$ cat src/sv/gnca_pkg.sv
// ----------------------------------------------------------------------------
// gnca_pkg
// Shared types and constants of the grid neighbor count automaton.
// ----------------------------------------------------------------------------
package gnca_pkg;

  localparam int CELL_W  = 6;
  localparam int LIMIT_W = 7;
  localparam int OP_W    = 2;
  localparam int KIND_W  = 2;
  localparam int CFG_IDX_W  = 2;
  localparam int CFG_DATA_W = 7;
  localparam int STEP_W  = 4;
  localparam int CNT_W   = 4;

  localparam logic [OP_W-1:0] OP_WRITE = 2'd0;
  localparam logic [OP_W-1:0] OP_PASS  = 2'd1;
  localparam logic [OP_W-1:0] OP_READ  = 2'd2;

  localparam logic [KIND_W-1:0] KIND_BIRTH  = 2'd0;
  localparam logic [KIND_W-1:0] KIND_ERODE  = 2'd1;
  localparam logic [KIND_W-1:0] KIND_SMOOTH = 2'd2;

  localparam logic [CFG_IDX_W-1:0] CFG_BG    = 2'd0;
  localparam logic [CFG_IDX_W-1:0] CFG_FG    = 2'd1;
  localparam logic [CFG_IDX_W-1:0] CFG_LIMIT = 2'd2;

  localparam logic [CELL_W-1:0]  BG_RESET    = 6'd0;
  localparam logic [CELL_W-1:0]  FG_RESET    = 6'd1;
  localparam logic [LIMIT_W-1:0] LIMIT_RESET = 7'd64;

  localparam logic [CNT_W-1:0] BIRTH_BG_MAX = 4'd2;
  localparam logic [CNT_W-1:0] BIRTH_FG_MIN = 4'd5;
  localparam logic [CNT_W-1:0] ERODE_COUNT  = 4'd5;
  localparam logic [CNT_W-1:0] SMOOTH_MIN   = 4'd3;

  localparam logic [STEP_W-1:0] SELF_STEP = 4'd8;

  localparam logic [1:0] OFS_MINUS = 2'd0;
  localparam logic [1:0] OFS_ZERO  = 2'd1;
  localparam logic [1:0] OFS_PLUS  = 2'd2;

  typedef struct packed {
    logic [1:0] dc;
    logic [1:0] dr;
  } nb_ofs_t;

  typedef struct packed {
    logic              busy;
    logic              done;
    logic              grid_we;
    logic              nxt_we;
    logic [CELL_W-1:0] wr_data;
  } pass_ctl_t;

  function automatic nb_ofs_t nb_offset(input logic [STEP_W-1:0] step);
    nb_ofs_t o;
    case (step)
      4'd0:    o = '{dc: OFS_MINUS, dr: OFS_MINUS};
      4'd1:    o = '{dc: OFS_MINUS, dr: OFS_ZERO};
      4'd2:    o = '{dc: OFS_MINUS, dr: OFS_PLUS};
      4'd3:    o = '{dc: OFS_ZERO,  dr: OFS_MINUS};
      4'd4:    o = '{dc: OFS_ZERO,  dr: OFS_PLUS};
      4'd5:    o = '{dc: OFS_PLUS,  dr: OFS_MINUS};
      4'd6:    o = '{dc: OFS_PLUS,  dr: OFS_ZERO};
      4'd7:    o = '{dc: OFS_PLUS,  dr: OFS_PLUS};
      default: o = '{dc: OFS_ZERO,  dr: OFS_ZERO};
    endcase
    return o;
  endfunction

endpackage

$ cat src/sv/gnca_pass_seq.sv
// ----------------------------------------------------------------------------
// gnca_pass_seq
// Pass sequencer: walks the grid, counts foreground neighbors one read per
// cycle through a shared compare and count unit, then updates cells.
// ----------------------------------------------------------------------------
module gnca_pass_seq #(
  parameter int GRID_COLS = 128,
  parameter int GRID_ROWS = 32,
  parameter int CW = 7,
  parameter int RW = 5
) (
  input  logic                          clk,
  input  logic                          rst_n,
  input  logic                          start,
  input  logic [gnca_pkg::KIND_W-1:0]   kind,
  input  logic [gnca_pkg::CELL_W-1:0]   bg,
  input  logic [gnca_pkg::CELL_W-1:0]   fg,
  input  logic [gnca_pkg::LIMIT_W-1:0]  limit,
  input  logic [gnca_pkg::CELL_W-1:0]   grid_rdata,
  input  logic [gnca_pkg::CELL_W-1:0]   nxt_rdata,
  output logic [CW+RW-1:0]              grid_rd_addr,
  output logic [CW+RW-1:0]              cell_addr,
  output gnca_pkg::pass_ctl_t           pass_ctl
);

  import gnca_pkg::*;

  localparam logic [2:0] P_IDLE    = 3'd0;
  localparam logic [2:0] P_SCAN    = 3'd1;
  localparam logic [2:0] P_DECIDE  = 3'd2;
  localparam logic [2:0] P_COPY_RD = 3'd3;
  localparam logic [2:0] P_COPY_WR = 3'd4;
  localparam logic [2:0] P_DONE    = 3'd5;

  localparam logic [CW-1:0] COL_FIRST = CW'(2);
  localparam logic [CW-1:0] COL_LAST  = CW'(GRID_COLS - 1);
  localparam logic [RW-1:0] ROW_FIRST = RW'(1);
  localparam logic [RW-1:0] ROW_LAST  = RW'(GRID_ROWS - 1);

  logic [2:0]        state_r, state_nxt;
  logic [CW-1:0]     col_r, col_nxt;
  logic [RW-1:0]     row_r, row_nxt;
  logic [STEP_W-1:0] step_r, step_nxt;
  logic [CNT_W-1:0]  count_r, count_nxt;
  logic [KIND_W-1:0] kind_r, kind_nxt;
  logic              pend_r, pend_nxt;
  logic              pend_oob_r, pend_oob_nxt;

  nb_ofs_t           ofs;
  logic [CW:0]       ncol;
  logic [RW:0]       nrow;
  logic              oob;
  logic              hit;
  logic              last_cell;
  logic              clear;
  logic [CW-1:0]     col_adv;
  logic [RW-1:0]     row_adv;

  always_comb begin
    ofs = nb_offset(step_r);
    case (ofs.dc)
      OFS_MINUS: ncol = {1'b0, col_r} - (CW+1)'(1);
      OFS_PLUS:  ncol = {1'b0, col_r} + (CW+1)'(1);
      default:   ncol = {1'b0, col_r};
    endcase
    case (ofs.dr)
      OFS_MINUS: nrow = {1'b0, row_r} - (RW+1)'(1);
      OFS_PLUS:  nrow = {1'b0, row_r} + (RW+1)'(1);
      default:   nrow = {1'b0, row_r};
    endcase
    oob = (ncol >= (CW+1)'(GRID_COLS)) || (nrow >= (RW+1)'(GRID_ROWS));
  end

  assign grid_rd_addr = {ncol[CW-1:0], nrow[RW-1:0]};
  assign cell_addr    = {col_r, row_r};
  assign hit          = pend_r && (pend_oob_r ? (bg == fg) : (grid_rdata == fg));
  assign last_cell    = (col_r == COL_LAST) && (row_r == ROW_LAST);
  assign col_adv      = (row_r == ROW_LAST) ? col_r + CW'(1) : col_r;
  assign row_adv      = (row_r == ROW_LAST) ? ROW_FIRST : row_r + RW'(1);
  assign clear        = (kind_r == KIND_ERODE) ? (count_r == ERODE_COUNT)
                                               : (count_r < SMOOTH_MIN);

  always_comb begin
    state_nxt    = state_r;
    col_nxt      = col_r;
    row_nxt      = row_r;
    step_nxt     = step_r;
    count_nxt    = count_r + CNT_W'(hit);
    kind_nxt     = kind_r;
    pend_nxt     = 1'b0;
    pend_oob_nxt = 1'b0;
    pass_ctl     = '0;
    pass_ctl.busy = (state_r != P_IDLE);
    unique case (state_r)
      P_IDLE: begin
        count_nxt = '0;
        if (start) begin
          state_nxt = P_SCAN;
          col_nxt   = COL_FIRST;
          row_nxt   = ROW_FIRST;
          step_nxt  = '0;
          kind_nxt  = kind;
        end
      end
      P_SCAN: begin
        pend_nxt     = (step_r != SELF_STEP);
        pend_oob_nxt = oob;
        if (step_r == SELF_STEP) begin
          step_nxt  = '0;
          state_nxt = P_DECIDE;
        end else begin
          step_nxt = step_r + STEP_W'(1);
        end
      end
      P_DECIDE: begin
        count_nxt = '0;
        if (kind_r == KIND_BIRTH) begin
          if (count_r <= BIRTH_BG_MAX) begin
            pass_ctl.wr_data = bg;
            pass_ctl.grid_we = ({1'b0, bg} < limit);
          end else if (count_r >= BIRTH_FG_MIN) begin
            pass_ctl.wr_data = fg;
            pass_ctl.grid_we = ({1'b0, fg} < limit);
          end
        end else begin
          pass_ctl.wr_data = clear ? bg : grid_rdata;
          pass_ctl.nxt_we  = 1'b1;
        end
        if (last_cell) begin
          col_nxt   = COL_FIRST;
          row_nxt   = ROW_FIRST;
          state_nxt = (kind_r == KIND_BIRTH) ? P_DONE : P_COPY_RD;
        end else begin
          col_nxt   = col_adv;
          row_nxt   = row_adv;
          state_nxt = P_SCAN;
        end
      end
      P_COPY_RD: begin
        state_nxt = P_COPY_WR;
      end
      P_COPY_WR: begin
        pass_ctl.wr_data = nxt_rdata;
        pass_ctl.grid_we = ({1'b0, nxt_rdata} < limit);
        if (last_cell) begin
          state_nxt = P_DONE;
        end else begin
          col_nxt   = col_adv;
          row_nxt   = row_adv;
          state_nxt = P_COPY_RD;
        end
      end
      P_DONE: begin
        pass_ctl.done = 1'b1;
        state_nxt     = P_IDLE;
      end
      default: begin
        state_nxt = P_IDLE;
      end
    endcase
  end

  always_ff @(posedge clk) begin
    if (!rst_n) begin
      state_r <= P_IDLE;
      pend_r  <= 1'b0;
      count_r <= '0;
    end else begin
      state_r <= state_nxt;
      pend_r  <= pend_nxt;
      count_r <= count_nxt;
    end
    col_r      <= col_nxt;
    row_r      <= row_nxt;
    step_r     <= step_nxt;
    kind_r     <= kind_nxt;
    pend_oob_r <= pend_oob_nxt;
  end

endmodule

$ cat config.mk
export PLATFORM = sky130hd
export DESIGN_NAME = gnca_pass_seq
export DESIGN_NICKNAME = d
export VERILOG_FILES = /design/src/sv/gnca_pkg.sv /design/src/sv/gnca_pass_seq.sv
export SDC_FILE = /design/constraint.sdc
export NUM_CORES = 1
export LEC_CHECK = 0
export BUFFER_PORTS_ARGS = -buffer_cell sky130_fd_sc_hd__buf_2
export CORE_MARGIN = 3
export CORE_UTILIZATION = 45
export CTS_CLUSTER_SIZE = 20
export DETAILED_ROUTE_END_ITERATION = 12
export GPL_TIMING_DRIVEN = 0
export PLACE_DENSITY = 0.71
export SYNTH_ARGS = -nofsm -noshare
export SYNTH_HDL_FRONTEND = slang
export SYNTH_SLANG_ARGS = --single-unit
$ cat constraint.sdc
create_clock -name clk -period 2.5 [get_ports clk]
set_input_delay 0.125 -clock clk [delete_from_list [all_inputs] [get_ports clk]]
set_output_delay 0.125 -clock clk [all_outputs]
set_load 0.005 [all_outputs]
==> results.md, run 1 <==
* Outcome: finished, final reports clean
* CP Data Required Time at 2.38 ns
* Antenna viol nets, final at 0
* Synth Register Bits at 31
* Die ar. at 0.007695 mm2
* Layout area overhead at 20.82%
* Setup ws final at 0.009129 ns
* Slew headroom at 49.79%
* Dominant synthesized flop cell: edfxtp_1
* Max_cap viols at 0
* Mapped Area at about 0.0030 mm2
* Pleak at about 1.7 nW
* Distinct cells, synth at between 50 and 60
* Post-synthesis adder-cell area fraction at 17.15%
* Slew Viols, Final at 0
* I/O pins at 70
* Crit-path slowest cell: edfxtp_1
* FILL cells at 598
* Largest family of logic cells by synthesized area: compound AO/OA/AOI/OAI gates
* Initial antenna violation count at 0
* WL/cell at 14.93 um
* Type of origin of the critical path: register
* H-tree levels at 2
* Worst setup path class: register to primary output
* CTS tree: yes
* DR pass1 iterations at 4
* Complex-gate fraction of the synthesized area at 21.15%
* Initial Util at about 47%
* DRC violations left at 0
* Area of the multi-input gates at 0.002143 mm2
* Share of the yosys chip area belonging to registers at 26.64%
* Crit path max fanout at 8
* Row count at 29
* GP Congestion at 0.9633
* Number of CTS-inserted buffers at 5
* Layout cell share with drive strength beyond 1 at approximately 24%
* Final #Nets at 506
* Final hold vios at 0
* Setup slack, reg-to-reg at 0.14 ns
* Area of the core at 0.006422 mm2
* Routed vias/inst at 5.632
* Place WS at -0.2566 ns
* CP Cell Sequence: nor2_4, nand2_4, ha_1, a211oi_2, o21ai_0, a21oi_1, xor2_1, o21ai_1, buf_2
* Fmax at 401.5 MHz
* Total GRT Usage at between 10% and 20%
* Antenna cell count at 0
* Worst VDD drop at 0.2857 mV
* Worst-margin pin slew at 0.7481 ns
* Unrepaired setup endpoints after global routing: yes
* Vias at 2861
* Worst Hold Launch: kind[0]
* CTS Root Cell: clkbuf_8
* Minimum clock period at 2.491 ns
* Number of global-route vias before repair at between 2000 and 3000
* Crit end category: primary output
* Global-route wire length before repair at 12.19 mm
* XOR/XNOR Fraction of Synth Area at 6.411%
* Mapped Cells at approximately 350
* Final setup fails at 0
* Hold crit path type: input pin to register
* PortBufs at about 70
* Final WL at about 7.6 mm
* Mux cell area share after synthesis at under 10%
* Worst skew pair latency at 0.28 ns
* Sequential cell area at 800.8 um2
* CP startpoint: step_r[3]
* Final Cycle Share at 99.63%
* Die W at about 90 um
* Max Root-Sink Buffers at 2
* PD cells at about 530 mW/mm2
* Post-synth ARST share at 0%
* Die span in y at 87.72 um
* Post-DP HPWL at 6.038 mm
* Largest net degree at the start of global routing at 13
* Initial DRC Count at 150
* Design Power at 1.931 mW
* Grt ovf at 0
* FF-to-FF Start: step_r[3]
* CTS sink cnt at 31
* Clock slew seen by the registers of the worst setup and hold paths at 0.06 ns
* Avg Synthesized Cell Area at about 8.5 um2
* Synth Warn # at 0
* Number of synthesized flops with an enable pin at 18
* Crit-path max cell delay at 0.52 ns
* Fin Setup TNS at 0 ns
* CP arrival at 2.37 ns
* CTS Hold Buffers Added at 0
* Clk_skew at around 0.0026 ns
* Post-Synth Simple-Gate Area at a little under a fifth
* Synth Net Count at 428
[metrics by stage]
step / util [%] / area [um2] / hold slack (ns) / cells
2_1_floorplan: - / 3005 / 0.2239 / 352
3_3_place_gp: 53.67 / 3447 / 0.3023 / 498
3_5_place_dp: 53.67 / 3447 / 0.3031 / 498
4_1_cts: 56.03 / 3598 / 0.004924 / 508
5_1_grt: 56.54 / 3631 / 0.01049 / 508
6_report: 56.54 / 3631 / 0.01448 / 508
[path summary, 6_finish.rpt]
| path | to | cells after the start |
|---|---|---|
| worst min register to register | step_r[0] | 1 |
| worst min-delay path | kind_r[0] | 1 |
| worst max-delay path | grid_rd_addr[10] | 9 |
| worst max register to register | pend_oob_r | 8 |
[metal layers]
layer	GRT usage, %	up-vias	part of all wire (%)
li1	-	1436	-
met1	26.77	1341	47
met2	32.74	71	47
met3	3.857	13	4.7
met4	5.021	0	1.4
met5	0	-	0
[worst max-delay path, delay by kind of cell (launching register included)]
family,cells,cell delay [ns]
simple gates,2,0.28
xor+xnor,1,0.16
fa+ha+maj,1,0.34
buf+inv,1,0.13
compound gates,4,0.64
flops,1,0.52
[power breakdown]
group / leakage, nW / switching (mW) / total [mW] / internal, mW
registers: 0.281 / 0.0881 / 0.694 / 0.605
logic: 1.33 / 0.454 / 0.859 / 0.406
clock network: 0.0477 / 0.188 / 0.378 / 0.190
[synth_stat cells, types with 3 or more instances]
cell type | instances | share of area (%)
or2_1 | 3 | 0.62
clkbuf_1 | 5 | 0.62
nand4_1 | 4 | 0.83
buf_2 | 3 | 0.50
nand2b_1 | 7 | 1.5
nand2_1 | 27 | 3.4
a21o_1 | 4 | 1.0
o2111ai_1 | 3 | 0.87
o211ai_1 | 4 | 1.0
a22oi_1 | 3 | 0.75
nor2_1 | 32 | 4.0
o21ai_1 | 14 | 2.3
nand3_1 | 11 | 1.8
inv_1 | 27 | 3.4
o221ai_1 | 3 | 0.87
and3_1 | 5 | 1.0
xor2_1 | 11 | 3.2
dfxtp_1 | 13 | 8.7
o21ai_0 | 15 | 2.5
mux2i_1 | 14 | 4.7
nor2b_1 | 6 | 1.2
a21oi_1 | 20 | 3.3
xnor2_1 | 11 | 3.2
a211oi_1 | 7 | 1.7
ha_1 | 38 | 16
edfxtp_1 | 18 | 18
or3_1 | 4 | 0.83
a22o_1 | 3 | 0.87
[what timing repair did]
item | CTS | global route
pin swaps | 1 | 3
gates resized for setup | 11 | 4
setup endpoints to repair | 17 | 15
setup buffers | 2 | 1
[layout by cell type, fill, tap and decap left out, drive strengths merged, types with 5 or more instances in the layout]
cell and n:
edfxtp 18, mux2i 14, and3 5, xor2 11
a211oi 7, a21oi 21, inv 29, nor2b 6
nor2 33, o211ai 5, xnor2 11, o21ai 29
nand3 11, nand2 27, ha 38, nand2b 8
dfxtp 13, clkbuf 9, buf 75
[cells by family after synthesis]
| kind of cell | Yosys count |
|---|---|
| buf+inv | 37 |
| simple gates | 110 |
| mux | 17 |
| fa+ha+maj | 40 |
| flops | 31 |
| xor+xnor | 22 |
| compound gates | 95 |
[area by class of cell]
class	count	share of cell area, %
flip-flops and latches	31	22.05
repair buffers	72	10.13
clock inverters	3	0.4135
clock buffers	5	1.895
plain buffers	7	0.8270
well taps	77	2.653
inverters	29	2.998
multi-input cells	284	59.03
Power figures use the tool's default switching activity.
==> run 2, diff against run 1 <==
==> constraint.sdc (replaced) <==
create_clock -name clk -period 2.5 [get_ports clk]
set_input_delay 0.125 -clock clk [delete_from_list [all_inputs] [get_ports clk]]
set_output_delay 0.125 -clock clk [all_outputs]
set_load 0.01 [all_outputs]
==> results.md, run 2 (synthesis results as in run 1) <==
* Outcome: finished, violations left
* Failing checks: setup timing
* Slew Viols, Final at 0 (unchanged)
* Die ar. at 0.007695 mm2 (unchanged)
* Type of origin of the critical path: register
* CP startpoint: step_r[3]
* Routed vias/inst at 5.630 (about the same)
* Crit-path slowest cell: edfxtp_1
* Worst setup path class: register to primary output
* Post-DP HPWL at 6.038 mm (unchanged)
* Final setup fails at 1 (+1)
* FF-to-FF Start: step_r[3]
* I/O pins at 70 (unchanged)
* CP Data Required Time at 2.38 ns (about the same)
* Worst-margin pin slew at 0.7433 ns (-0.004813 ns)
* Hold crit path type: input pin to register
* Total GRT Usage at 19.88% (unchanged)
* Initial antenna violation count at 0 (unchanged)
* PortBufs at 69 (unchanged)
* Final hold vios at 0 (unchanged)
* Max Root-Sink Buffers at 2 (unchanged)
* CP Cell Sequence: nor2_4, nand2_4, ha_1, a211oi_2, o21ai_0, a21oi_1, xor2_1, o21ai_1, buf_2
* Clock slew seen by the registers of the worst setup and hold paths at 0.06 ns (about the same)
* Initial DRC Count at 127 (-15%)
* FILL cells at 598 (unchanged)
* GP Congestion at 0.9633 (unchanged)
* Final #Nets at 506 (unchanged)
* Global-route wire length before repair at 12.19 mm (unchanged)
* WL/cell at 14.84 um (-0.57%)
* CP arrival at 2.38 ns (about the same)
* CTS tree: yes
* Clk_skew at 0.003195 ns (+0.0005660 ns)
* Antenna viol nets, final at 0 (unchanged)
* Largest net degree at the start of global routing at 13 (unchanged)
* Crit-path max cell delay at 0.52 ns (about the same)
* Final Cycle Share at 100.3% (+0.63 points)
* PD cells at 542.7 mW/mm2 (+2.0%)
* Minimum clock period at 2.507 ns (+0.01581 ns)
* Commonest non-fill, non-tap cell in the layout: buf_2
* DRC violations left at 0 (unchanged)
* Layout cell share with drive strength beyond 1 at 24.13% (unchanged)
* Worst VDD drop at 0.2860 mV (+0.11%)
* Die W at 87.72 um (unchanged)
* Fmax at 398.9 MHz (-0.63%)
* Setup ws final at -0.006681 ns (-0.01581 ns)
* Antenna cell count at 0 (unchanged)
* Worst skew pair latency at 0.28 ns (about the same)
* Place WS at -0.2566 ns (unchanged)
* Row count at 29 (unchanged)
* Slew headroom at 50.11% (+0.32 points)
* Setup slack, reg-to-reg at 0.14 ns (about the same)
* Die span in y at 87.72 um (unchanged)
* Crit end category: primary output
* Unrepaired setup endpoints after global routing: yes
* Design Power at 1.971 mW (+2.0%)
* Number of global-route vias before repair at 2613 (unchanged)
* Vias at 2860 (-0.035%)
* Pleak at 1.664 nW (unchanged)
* CTS sink cnt at 31 (unchanged)
* DR pass1 iterations at 4 (unchanged)
* Layout area overhead at 20.82% (unchanged)
* Post-route core utilization at 56.54% (unchanged)
* Commonest cells after routing, fill and taps aside: 72 x buf_2, 36 x ha_1, 29 x nor2_1
* Max_cap viols at 0 (unchanged)
* Final WL at 7.540 mm (-0.57%)
* Initial Util at 46.80% (unchanged)
* Grt ovf at 0 (unchanged)
* Area of the core at 0.006422 mm2 (unchanged)
* Number of CTS-inserted buffers at 5 (unchanged)
* Fin Setup TNS at -0.006681 ns (-0.006681 ns)
* H-tree levels at 2 (unchanged)
* Crit path max fanout at 8 (unchanged)
* Worst Hold Launch: kind[0]
* CTS Root Cell: clkbuf_8
-- run 2: cell counts in the layout (fill, tap and decap cells not counted) --
No cell type changed its count.
-- run 2: path summary, 6_finish.rpt --
kind	end	depth (start not counted)
worst min register to register	step_r[0]	1
worst max-delay path	grid_rd_addr[10]	9
worst min-delay path	kind_r[0]	1
worst max register to register	pend_oob_r	8
-- run 2: what timing repair did --
action	in CTS	in global routing
setup endpoints to repair	18	16
resized for setup	11	4
buffers inserted	2	1
pin swaps	1	3
hold buffers	0	0
-- run 2: final cells by class --
cell class	count	area (um2)	area share [%]
well taps	77	96.34	2.653
repair buffers	72	367.9	10.13
clock buffers	5	68.82	1.895
flip-flops and latches	31	800.8	22.05
multi-input cells	284	2143	59.03
inverters	29	108.9	2.998
plain buffers	7	30.03	0.8270
clock inverters	3	15.01	0.4135
-- run 2: worst max-delay path, delay by kind of cell, from the launching register on --
| family | cells | cell delay (ns) |
|---|---|---|
| AOI/OAI and AO/OA | 4 | 0.64 |
| xor gates and xnor gates | 1 | 0.16 |
| adders and majority gates | 1 | 0.34 |
| buffers and inverters | 1 | 0.15 |
| DFF | 1 | 0.52 |
| and+or+nand+nor | 2 | 0.28 |
-- run 2: routing by layer --
metal / wire (um) / share of wire, % / track usage [%] / vias to the layer above
met2: 3591 / 48 / 32.74 / 68
met5: 0 / 0 / 0 / -
met4: 104 / 1.4 / 5.021 / 0
li1: - / - / - / 1437
met1: 3486 / 46 / 26.77 / 1342
met3: 358 / 4.7 / 3.857 / 13
-- run 2: metrics by stage --
step	cells	area, um2	hold WS, ns
2_1_floorplan	352	3005	0.2239
3_3_place_gp	498	3447	0.3023
3_5_place_dp	498	3447	0.3031
4_1_cts	508	3598	0.004924
5_1_grt	508	3631	0.01049
6_report	508	3631	0.01466
-- run 2: power breakdown --
part / total [mW] / leakage [nW] / switching (mW) / internal (mW)
combinational: 0.901 / 1.33 / 0.493 / 0.407
sequential: 0.693 / 0.281 / 0.0872 / 0.605
clock: 0.377 / 0.0477 / 0.187 / 0.190
==> run 3, diff against run 2 <==
--- a/config.mk
+++ b/config.mk
@@ -6,11 +6,11 @@
 export NUM_CORES = 1
 export LEC_CHECK = 0
 export BUFFER_PORTS_ARGS = -buffer_cell sky130_fd_sc_hd__buf_2
+export CAP_MARGIN = 20
 export CORE_MARGIN = 3
 export CORE_UTILIZATION = 45
 export CTS_CLUSTER_SIZE = 20
 export DETAILED_ROUTE_END_ITERATION = 12
-export GPL_TIMING_DRIVEN = 0
 export PLACE_DENSITY = 0.71
 export SYNTH_ARGS = -nofsm -noshare
 export SYNTH_HDL_FRONTEND = slang
==> results.md, run 3 (synthesis results as in run 1) <==
* R2r worst-path depth at 8 (unchanged)
* Final WL at 7.760 mm (+2.9%)
* Cell mode on critical path: or3_1
* Worst VDD drop at 0.3198 mV (+12%)
* Commonest cells after routing, fill and taps aside: 69 x buf_2, 36 x ha_1, 30 x nor2_1
* Clk_skew at 0.009015 ns (+0.005820 ns)
* PortBufs at 69 (unchanged)
* Hold Path Cell Cnt at 1 (unchanged)
* Place WS at 0.01040 ns (+0.2670 ns)
* Slew Viols, Final at 0 (unchanged)
* Number of global-route vias before repair at 2834 (+8.5%)
* CP Data Required Time at 2.38 ns (about the same)
* Buf+Inv Stages, Crit Path at 2 (+1)
* Fmax at 408.4 MHz (+2.4%)
* CP startpoint: step_r[3]
* WL/cell at 15.04 um (+1.3%)
* Hold crit path type: input pin to register
* Antenna cell count at 0 (unchanged)
* Worst-margin pin slew at 0.7804 ns (+0.03705 ns)
* H-tree levels at 2 (unchanged)
* FF-to-FF Start: step_r[3]
* DRC violations left at 0 (unchanged)
* PD cells at 553.3 mW/mm2 (+2.0%)
* Crit end category: primary output
* Row count at 29 (unchanged)
* Initial DRC Count at 141 (+11%)
* Area of the multi-input gates at 0.002107 mm2 (-1.7%)
* CP Cell Sequence: nor2_2, nand2_2, buf_4, ha_1, or3_1, or3_1, nand3_1, buf_2
* Final Cycle Share at 97.93% (-2.3 points)
* Total GRT Usage at 20.61% (+0.73 points)
* CTS Root Cell: clkbuf_8
* Minimum clock period at 2.448 ns (-0.05834 ns)
* Largest net degree at the start of global routing at 17 (+4)
* Antenna viol nets, final at 0 (unchanged)
* Post-route core utilization at 57.51% (+0.97 points)
* CP arrival at 2.32 ns (-0.06 ns)
* Worst skew pair latency at 0.29 ns (about the same)
* Area of the core at 0.006422 mm2 (unchanged)
* Initial antenna violation count at 0 (unchanged)
* Die ar. at 0.007695 mm2 (unchanged)
* Commonest non-fill, non-tap cell in the layout: buf_2
* Crit-path max cell delay at 0.44 ns (-0.08 ns)
* Number of CTS-inserted buffers at 5 (unchanged)
* Crit-path slowest cell: edfxtp_1
* Type of origin of the critical path: register
* Final hold vios at 0 (unchanged)
* Layout cell share with drive strength beyond 1 at 25.74% (+1.6 points)
* Worst Hold Launch: kind[0]
* Final #Nets at 514 (+1.6%)
* I/O pins at 70 (unchanged)
* Max Root-Sink Buffers at 2 (unchanged)
* Clock slew seen by the registers of the worst setup and hold paths at 0.06 ns (about the same)
* Layout area overhead at 22.90%
* Pleak at 1.708 nW (+2.6%)
* Fin Setup TNS at 0 ns (+0.006681 ns)
* Max_cap viols at 0 (unchanged)
* Die W at 87.72 um (unchanged)
* Initial Util at 46.80% (unchanged)
* Vias at 2883 (+0.80%)
* GP Congestion at 0.9674 (+0.43%)
* Final setup fails at 0 (-1)
* Crit path max fanout at 5 (-3)
* Setup ws final at 0.05166 ns (+0.05834 ns)
* Die span in y at 87.72 um (unchanged)
* Worst path top cell family by delay: simple AND/OR/NAND/NOR gates
* CTS tree: yes
* WHS at 0.01408 ns (-0.0005724 ns)
* CTS sink cnt at 31 (unchanged)
* Sequential cell area at 800.8 um2 (unchanged)
* Worst setup path class: register to primary output
* Grt ovf at 0 (unchanged)
* Global-route wire length before repair at 12.75 mm (+4.6%)
* FILL cells at 575 (-3.8%)
* Routed vias/inst at 5.587 (-0.76%)
* CP Depth at 8 (-1)
* Slew headroom at 47.63% (-2.5 points)
* DR pass1 iterations at 4 (unchanged)
* Outcome: finished, final reports clean
* Unrepaired setup endpoints after global routing: yes
* Post-DP HPWL at 6.223 mm (+3.1%)
-- run 3: timing repair --
item / in CTS / in global routing
endpoints found under the hold margin: 0 / 0
gates resized for setup: 3 / 6
endpoints found under the setup margin: 2 / 16
hold buffers: 0 / 0
buffers inserted: 1 / 0
pin swaps: 0 / 3
-- run 3: per-layer routing --
| metal | up-vias | share of wire [%] | wire (um) | GRT usage (%) |
|---|---|---|---|---|
| li1 | 1446 | - | - | - |
| met1 | 1337 | 46 | 3557 | 27.03 |
| met2 | 86 | 48 | 3716 | 34.59 |
| met3 | 14 | 4.9 | 382 | 4.139 |
| met4 | 0 | 1.3 | 103 | 5.439 |
| met5 | - | 0 | 0 | 0 |
-- run 3: worst register-to-register path: stages, from the launching register on --
cell and delay, ns:
edfxtp_1 0.44, nor2_1 0.21, nand2_2 0.13, ha_1 0.33
a211oi_2 0.27, o21bai_1 0.11, a21oi_1 0.15, mux2_2 0.34
o311a_1 0.29
-- run 3: final timing paths --
path / to / slack [ns]
worst max-delay path: grid_rd_addr[11] / 0.05
worst min-delay path: kind_r[0] / 0.01
worst max register to register: pend_oob_r / 0.14
worst min register to register: count_r[3] / 0.66
-- run 3: metrics by stage --
step                std cells  power [mW]  area (um2)
CTS                       516       2.031        3659
global route              516       2.199        3694
finish                    516       2.044        3694
floorplan                 352       1.266        3005
detailed placement        507       1.582        3541
global placement          507       1.555        3541
-- run 3: power by group --
group          leakage (nW)  internal (mW)  switching [mW]  total (mW)
registers             0.281          0.605          0.0700       0.675
logic                  1.37          0.417           0.514       0.931
clock network        0.0515          0.251           0.187       0.438
total                  1.71           1.27           0.771        2.04
-- run 3: final cells by class --
cell class,count,area share (%)
clock buffers,8,2.710
repair buffers,87,13.01
inverters,29,2.947
multi-input cells,284,57.05
well taps,77,2.608
flip-flops and latches,31,21.68
